### config.mk
export PLATFORM = sky130hd
export DESIGN_NAME = four_level_page_walker_core
export DESIGN_NICKNAME = d
export VERILOG_FILES = /design/src/rtl/core/pwalk_pkg.sv /design/src/rtl/core/pwalk_in_reg.sv /design/src/rtl/core/pwalk_step.sv /design/src/rtl/core/four_level_page_walker_core.sv
export VERILOG_INCLUDE_DIRS = /design/src /design/src/rtl/core
export SDC_FILE = /design/constraint.sdc
export NUM_CORES = 1
export LEC_CHECK = 0
export ABC_AREA = 1
export BUFFER_PORTS_ARGS = -buffer_cell sky130_fd_sc_hd__clkbuf_2
export CAP_MARGIN = 20
export CORE_MARGIN = 8
export CORE_UTILIZATION = 32
export DETAILED_ROUTE_END_ITERATION = 8
export PLACE_DENSITY_LB_ADDON = 0.2
export SLEW_MARGIN = 20
export SYNTH_ARGS = -nofsm -noshare
export SYNTH_HDL_FRONTEND = slang
export SYNTH_SLANG_ARGS = --single-unit
### constraint.sdc
create_clock -name clock -period 5.8 [get_ports clock]
set_clock_uncertainty 0.05 [all_clocks]
set_input_delay 0.58 -clock clock [delete_from_list [all_inputs] [get_ports clock]]
set_output_delay 0.58 -clock clock [all_outputs]
set_load 0.02 [all_outputs]
### src/rtl/core/assert_macros.svh
// Assertion macros for the page walker RTL.
`ifndef ASSERT_MACROS_SVH
`define ASSERT_MACROS_SVH

// Same-cycle implication, checked at every rising clock edge outside reset.
`define ASSERT_NOW(label, ante, cons, msg) \
   label: assert property (@(posedge clock) disable iff (reset) (ante) |-> (cons)) \
      else $error(msg);

// Next-cycle implication, checked at every rising clock edge outside reset.
`define ASSERT_NEXT(label, ante, cons, msg) \
   label: assert property (@(posedge clock) disable iff (reset) (ante) |=> (cons)) \
      else $error(msg);

`endif

### src/rtl/core/pwalk_pkg.sv
// Types, codes and constants shared by the four-level page walker.
`default_nettype none

package pwalk_pkg;

   localparam int unsigned VA_WIDTH    = 48;
   localparam int unsigned PA_WIDTH    = 52;
   localparam int unsigned ENTRY_WIDTH = 64;
   localparam int unsigned IDX_WIDTH   = 9;
   localparam int unsigned REQ_DATA_WIDTH = VA_WIDTH + ENTRY_WIDTH;
   localparam int unsigned RSP_DATA_WIDTH = 56;
   localparam int unsigned PS_BIT = 7;

   localparam logic ACTION_TRANSLATE = 1'b0;
   localparam logic ACTION_RESPONSE  = 1'b1;

   typedef enum logic [1:0] {
      KIND_READ    = 2'd0,
      KIND_DONE    = 2'd1,
      KIND_IGNORED = 2'd2
   } kind_type;

   typedef enum logic [1:0] {
      SIZE_4K = 2'd0,
      SIZE_2M = 2'd1,
      SIZE_1G = 2'd2
   } size_type;

   typedef enum logic [1:0] {
      LEVEL_TOP    = 2'd0,
      LEVEL_THIRD  = 2'd1,
      LEVEL_SECOND = 2'd2,
      LEVEL_FOURTH = 2'd3
   } level_type;

   typedef struct packed {
      logic                    action;
      logic [VA_WIDTH-1:0]     virtual_address;
      logic [ENTRY_WIDTH-1:0]  entry_data;
   } req_item_type;

   typedef struct packed {
      logic                 busy;
      level_type            walk_level;
      logic [VA_WIDTH-1:0]  saved_address;
   } walk_state_type;

   typedef struct packed {
      kind_type             kind;
      logic [PA_WIDTH-1:0]  address;
      logic                 fault;
      size_type             page_size;
   } result_type;

endpackage

`default_nettype wire

### src/rtl/core/pwalk_in_reg.sv
// Input register stage of the page walker, holding one request word.
`default_nettype none

module pwalk_in_reg (
   input  wire logic                                  clock,
   input  wire logic                                  reset,
   input  wire logic                                  req_tvalid,
   output logic                                       req_tready,
   // Fields from bit 0: virtual_address[47:0], entry_data[111:48].
   input  wire logic [pwalk_pkg::REQ_DATA_WIDTH-1:0]  req_tdata,
   // Fields from bit 0: action[0].
   input  wire logic [0:0]                            req_tuser,
   input  wire logic                                  take,
   output logic                                       item_valid,
   output pwalk_pkg::req_item_type                    item
);
   import pwalk_pkg::*;

   logic         valid_ff;
   logic         valid_in;
   req_item_type item_ff;
   logic         accept;

   assign req_tready = !valid_ff || take;
   assign accept     = req_tvalid && req_tready;

   always_comb begin
      if (accept) begin
         valid_in = 1'b1;
      end else if (take) begin
         valid_in = 1'b0;
      end else begin
         valid_in = valid_ff;
      end
   end

   always_ff @(posedge clock) begin
      if (reset) begin
         valid_ff <= 1'b0;
      end else begin
         valid_ff <= valid_in;
      end
   end

   always_ff @(posedge clock) begin
      if (accept) begin
         item_ff.action          <= req_tuser[0];
         item_ff.virtual_address <= req_tdata[VA_WIDTH-1:0];
         item_ff.entry_data      <= req_tdata[REQ_DATA_WIDTH-1:VA_WIDTH];
      end
   end

   assign item_valid = valid_ff;
   assign item       = item_ff;

endmodule

`default_nettype wire

### src/rtl/core/pwalk_step.sv
// Combinational walk step: one word and the walk state give a result and the next state.
`default_nettype none

module pwalk_step (
   input  wire logic [pwalk_pkg::PA_WIDTH-1:0]  table_base,
   input  wire pwalk_pkg::walk_state_type       state,
   input  wire pwalk_pkg::req_item_type         item,
   output pwalk_pkg::walk_state_type            state_next,
   output pwalk_pkg::result_type                result
);
   import pwalk_pkg::*;

   logic [IDX_WIDTH-1:0]  top_idx;
   logic [PA_WIDTH-1:0]   top_addr;
   logic [ENTRY_WIDTH-1:0] e;
   logic [VA_WIDTH-1:0]   sa;

   assign e        = item.entry_data;
   assign sa       = state.saved_address;
   assign top_idx  = item.virtual_address[47:39];
   assign top_addr = table_base + {{(PA_WIDTH-IDX_WIDTH-3){1'b0}}, top_idx, 3'b000};

   always_comb begin
      state_next       = state;
      result.kind      = KIND_IGNORED;
      result.address   = '0;
      result.fault     = 1'b0;
      result.page_size = SIZE_4K;
      if (item.action == ACTION_TRANSLATE) begin
         if (!state.busy) begin
            state_next.busy          = 1'b1;
            state_next.walk_level    = LEVEL_TOP;
            state_next.saved_address = item.virtual_address;
            result.kind              = KIND_READ;
            result.address           = top_addr;
         end
      end else if (state.busy) begin
         if (e == '0) begin
            state_next.busy       = 1'b0;
            state_next.walk_level = LEVEL_TOP;
            result.kind           = KIND_DONE;
            result.fault          = 1'b1;
         end else begin
            case (state.walk_level)
               LEVEL_TOP: begin
                  state_next.walk_level = LEVEL_THIRD;
                  result.kind           = KIND_READ;
                  result.address        = {e[51:12], sa[38:30], 3'b000};
               end
               LEVEL_THIRD: begin
                  if (e[PS_BIT]) begin
                     state_next.busy       = 1'b0;
                     state_next.walk_level = LEVEL_TOP;
                     result.kind           = KIND_DONE;
                     result.address        = {e[51:30], sa[29:0]};
                     result.page_size      = SIZE_1G;
                  end else begin
                     state_next.walk_level = LEVEL_SECOND;
                     result.kind           = KIND_READ;
                     result.address        = {e[51:12], sa[29:21], 3'b000};
                  end
               end
               LEVEL_SECOND: begin
                  if (e[PS_BIT]) begin
                     state_next.busy       = 1'b0;
                     state_next.walk_level = LEVEL_TOP;
                     result.kind           = KIND_DONE;
                     result.address        = {e[51:21], sa[20:0]};
                     result.page_size      = SIZE_2M;
                  end else begin
                     state_next.walk_level = LEVEL_FOURTH;
                     result.kind           = KIND_READ;
                     result.address        = {e[51:12], sa[20:12], 3'b000};
                  end
               end
               default: begin
                  state_next.busy       = 1'b0;
                  state_next.walk_level = LEVEL_TOP;
                  result.kind           = KIND_DONE;
                  result.address        = {e[51:12], sa[11:0]};
               end
            endcase
         end
      end
   end

endmodule

`default_nettype wire

### src/rtl/core/four_level_page_walker_core.sv
// Top level of the four-level page walker: input stage, walk step and result register.
// A word accepted into the input register passes through the walk step into the result register before it reaches rsp.
// Throughput: one word per cycle while rsp is not stalled, set by the single walk step between the two registers.
// While a result waits, the input register still takes one more word and then holds.
// Synchronous reset clears the valid flags of both stages, the walk state and the table base register.
`default_nettype none
`include "assert_macros.svh"

module four_level_page_walker_core (
   input  wire logic                                  clock,
   input  wire logic                                  reset,
   input  wire logic                                  req_tvalid,
   output logic                                       req_tready,
   // Fields from bit 0: virtual_address[47:0], entry_data[111:48].
   input  wire logic [pwalk_pkg::REQ_DATA_WIDTH-1:0]  req_tdata,
   // Fields from bit 0: action[0].
   input  wire logic [0:0]                            req_tuser,
   output logic                                       rsp_tvalid,
   input  wire logic                                  rsp_tready,
   // Fields from bit 0: address[51:0], fault[52], page_size[54:53], zero[55].
   output logic [pwalk_pkg::RSP_DATA_WIDTH-1:0]       rsp_tdata,
   // Fields from bit 0: kind[1:0].
   output logic [1:0]                                 rsp_tuser,
   input  wire logic                                  csr_valid,
   output logic                                       csr_ready,
   input  wire logic [pwalk_pkg::PA_WIDTH-1:0]        csr_data
);
   import pwalk_pkg::*;

   logic                 in_valid;
   req_item_type         in_item;
   logic                 advance;
   walk_state_type       state_ff;
   walk_state_type       state_in;
   result_type           result_in;
   result_type           result_ff;
   logic                 out_valid_ff;
   logic                 out_valid_in;
   logic [PA_WIDTH-1:0]  table_base_ff;

   assign advance   = in_valid && (!out_valid_ff || rsp_tready);
   assign csr_ready = 1'b1;

   pwalk_in_reg u_in_reg (
      .clock      (clock),
      .reset      (reset),
      .req_tvalid (req_tvalid),
      .req_tready (req_tready),
      .req_tdata  (req_tdata),
      .req_tuser  (req_tuser),
      .take       (advance),
      .item_valid (in_valid),
      .item       (in_item)
   );

   pwalk_step u_step (
      .table_base (table_base_ff),
      .state      (state_ff),
      .item       (in_item),
      .state_next (state_in),
      .result     (result_in)
   );

   always_comb begin
      if (advance) begin
         out_valid_in = 1'b1;
      end else if (rsp_tready) begin
         out_valid_in = 1'b0;
      end else begin
         out_valid_in = out_valid_ff;
      end
   end

   always_ff @(posedge clock) begin
      if (reset) begin
         out_valid_ff  <= 1'b0;
         state_ff      <= '0;
         table_base_ff <= '0;
      end else begin
         out_valid_ff <= out_valid_in;
         if (advance) begin
            state_ff <= state_in;
         end
         if (csr_valid && csr_ready) begin
            table_base_ff <= csr_data;
         end
      end
   end

   always_ff @(posedge clock) begin
      if (advance) begin
         result_ff <= result_in;
      end
   end

   assign rsp_tvalid = out_valid_ff;
   assign rsp_tdata  = {1'b0, result_ff.page_size, result_ff.fault, result_ff.address};
   assign rsp_tuser  = result_ff.kind;

   `ASSERT_NOW(idle_level_top, !state_ff.busy, state_ff.walk_level == LEVEL_TOP,
      "Idle walker holds a level other than the top.")
   `ASSERT_NOW(ignored_clean, out_valid_ff && result_ff.kind == KIND_IGNORED,
      result_ff.address == '0 && !result_ff.fault && result_ff.page_size == SIZE_4K,
      "Ignored word carries non-zero result fields.")
   `ASSERT_NOW(fault_is_done, out_valid_ff && result_ff.fault,
      result_ff.kind == KIND_DONE && result_ff.address == '0,
      "Fault reported on a word that is not a clean completion.")
   `ASSERT_NEXT(stall_keeps_input, in_valid && out_valid_ff && !rsp_tready,
      in_valid && $stable(state_ff),
      "Walk advanced while the result register was stalled.")

endmodule

`default_nettype wire
==> impl_metrics.env <==
export IMPL_fin_nets=1733
export IMPL_final_seq_area_um2=7030
export IMPL_cts_path_max_buffers=3
export IMPL_cp_cell_sequence="nand2_1 > nand2_1 > inv_2 > buf_4 > nand2_1 > buf_4 > o21ai_0 > a21oi_1"
export IMPL_startpoint_type="flip-flop"
export IMPL_hold_buffers=0
export IMPL_fin_hold_ws_ps=143
export IMPL_layout_commonest_cell="nand2_1"
export IMPL_clock_sinks=266
export IMPL_clkLatencyLatePin_ps=560
export IMPL_grt_use_total_pct=16.7
export IMPL_ctsResizeCount=0
export IMPL_antenna_found_initial=2
export IMPL_ir_worst_vdd_mv=0.174
export IMPL_h_tree_depth=1
export IMPL_synthCells=1323
export IMPL_syn2layout_area_growth_pct=21.4
export IMPL_hold_viol=0
export IMPL_synth_top_area_share_pct=42.4
export IMPL_synthDistinctLibCells=39
export IMPL_wire_per_inst_um=18.0
export IMPL_grt_pass1_vias=9917
export IMPL_dr_pass1_iters=8
export IMPL_synth_nets=1509
export IMPL_post_place_ws_ps=2680
export IMPL_vias=9754
export IMPL_syn_area_um2=12000
export IMPL_cts_clk_slew_worst_paths_ps=60
export IMPL_yosys_most_used_dff="edfxtp_1"
export IMPL_slew_violations=0
export IMPL_cts_buffers=29
export IMPL_final_cell_mix="nand2_1 (248), clkbuf_2 (228), edfxtp_1 (170)"
export IMPL_max_freq_mhz=364
export IMPL_die_h_um=210
export IMPL_synth_edf_count=170
export IMPL_path_max_fanout=69
export IMPL_max_slew_margin_pct=38.3
export IMPL_dieArea_um2=44100
export IMPL_ys_ff_latch=266
export IMPL_initial_core_util_pct=32.2
export IMPL_crit_top_cell="nand2_1"
export IMPL_gp_congestion=0.883
export IMPL_multi_input_area_um2=4280
export IMPL_wl_met1_um=17600
export IMPL_rsz0062_at_grt="no"
export IMPL_drt_iter0_drc=791
export IMPL_ys_top_cells_by_area="edfxtp_1 (42%), dfxtp_1 (16%), nand2_1 (7.7%)"
export IMPL_core_area_um2=37400
export IMPL_arrival_ps=3130
export IMPL_critPathKind="flip-flop to flip-flop"
export IMPL_cts_tree="done"
export IMPL_grt_ovfl_total=0
export IMPL_routed_wl_um=37500
export IMPL_finalCriticalPeriod_ps=2750
export IMPL_min_period_over_period_pct=47.4
export IMPL_leakage_nw=5.90
export IMPL_critical_path_max_stage_delay_ps=680
export IMPL_dr_max_layer_used="met4"
export IMPL_power_total_w=0.00449
export IMPL_rows=71
export IMPL_viasPerCell=4.68
export IMPL_cts_root_buf="clkbuf_16"
export IMPL_setup_ws_ps=3050
export IMPL_status="complete, no violations"
export IMPL_synth_async_reset_ratio_pct=0
export IMPL_grt_max_degree=83
export IMPL_critical_path_required_ps=6180
export IMPL_io_pins=231
export IMPL_met3_length_um=2000
export IMPL_drive_gt1_share_pct=21.6
export IMPL_worst_setup_path_end_kind="flip-flop"
export IMPL_yosysTopAreaCell="edfxtp_1"
export IMPL_max_cap_violations=0
export IMPL_grt_pass1_wl_um=57300
export IMPL_final_antenna_net_count=0
export IMPL_port_buffer_count=228
export IMPL_hold_class="input port to flip-flop"
export IMPL_setup_violations_final=0
export IMPL_ys_warnings_count=0
export IMPL_critPathSlowestCell="buf_4"
export IMPL_met2_length_um=16900
export IMPL_hpwl_um=28800
export IMPL_post_cts_buffers=0
export IMPL_fill_cells=3874
export IMPL_tns_ps=0
export IMPL_yosysSeqAreaShare_pct=58.4
export IMPL_worstMarginPinSlew_ps=926
export IMPL_die_w_um=210
export IMPL_drc_errors=0
export IMPL_power_density_nw_per_um2=307
export IMPL_avgSynthCellArea_um2=9.10
## registers in the layout, indices dropped and copies added (netlist names)
name / cells
rsp_tvalid: 1
table_base_ff: 52
rsp_tuser: 2
u_in_reg.item_valid: 1
u_in_reg.item: 113
state_ff: 42
rsp_tdata: 55
## final timing paths
path                       from           endpoint  slack (ps)  cells after the start
setup reg to reg     rsp_tvalid       state_ff[23]        3050                      8
hold reg to reg     state_ff[7]        state_ff[7]         410                      2
hold / removal    req_tdata[68]  u_in_reg.item[20]         140                      1
setup / recovery     rsp_tvalid       state_ff[23]        3050                      8
## metal layers
| layer | up-vias | global-route usage, % |
|---|---|---|
| met2 | 290 | 26.8 |
| met5 | - | 0 |
| met3 | 64 | 2.81 |
| li1 | 4935 | - |
| met4 | 0 | 5.74 |
| met1 | 4465 | 22.8 |
## logic make-up after synthesis
kind of cell / share of synthesized area [%]
fa+ha+maj: 1.73
other cells: 0.0624
flops: 58.4
simple gates: 22.6
xor+xnor: 0.0728
compound gates: 11.1
buf+inv: 6.13
## final cells by class
| type | count | area share, % |
|---|---|---|
| Multi-Input combinational cell | 873 | 29.2 |
| Clock buffer | 35 | 5.32 |
| Inverter | 141 | 3.64 |
| Sequential cell | 266 | 48.1 |
| Timing Repair Buffer | 236 | 8.21 |
| Tap cell | 511 | 4.37 |
| Antenna cell | 2 | 0.0342 |
| Clock inverter | 19 | 1.12 |
## stage by stage
stage	area (um^2)	std cells	utilization, %
floorplan	12000	1323	-
global placement	13700	2027	36.6
detailed placement	13700	2027	36.6
CTS	14600	2081	39.1
global route	14600	2083	39.1
finish	14600	2083	39.1
## synthesized netlist by cell type, types with 2 or more instances
library cell	count
o22ai_1	18
o221ai_1	4
nor3b_1	2
o21bai_1	2
nor2_1	163
inv_2	6
dfxtp_1	96
ha_1	15
nand4_1	20
buf_2	9
a21oi_1	84
nand2_4	4
o21ai_0	111
nor2_2	9
dlygate4sd1_1	2
nand3b_1	6
clkinv_1	4
edfxtp_1	170
and2_1	2
or2_2	3
inv_1	131
o21ai_1	4
nand2_1	248
o21a_1	5
nand3_1	114
nor3_1	4
clkbuf_1	26
conb_1	2
nor2_4	10
nand2_2	21
buf_4	5
a22oi_1	16
## power by group
group | switching, W | internal [W] | leakage (nW)
clock network | 0.000741 | 0.00108 | 0.469
logic | 0.000307 | 0.000150 | 2.99
registers | 0.0000670 | 0.00214 | 2.45
total | 0.00112 | 0.00337 | 5.90
## critical path: cells and delay by family, from the launching register on
family,cells,cell delay [ps]
buffers and inverters,3,1190
DFF,1,320
AOI/OAI and AO/OA,2,310
and+or+nand+nor,3,710
Note: power is estimated with default switching activity, not from simulation.
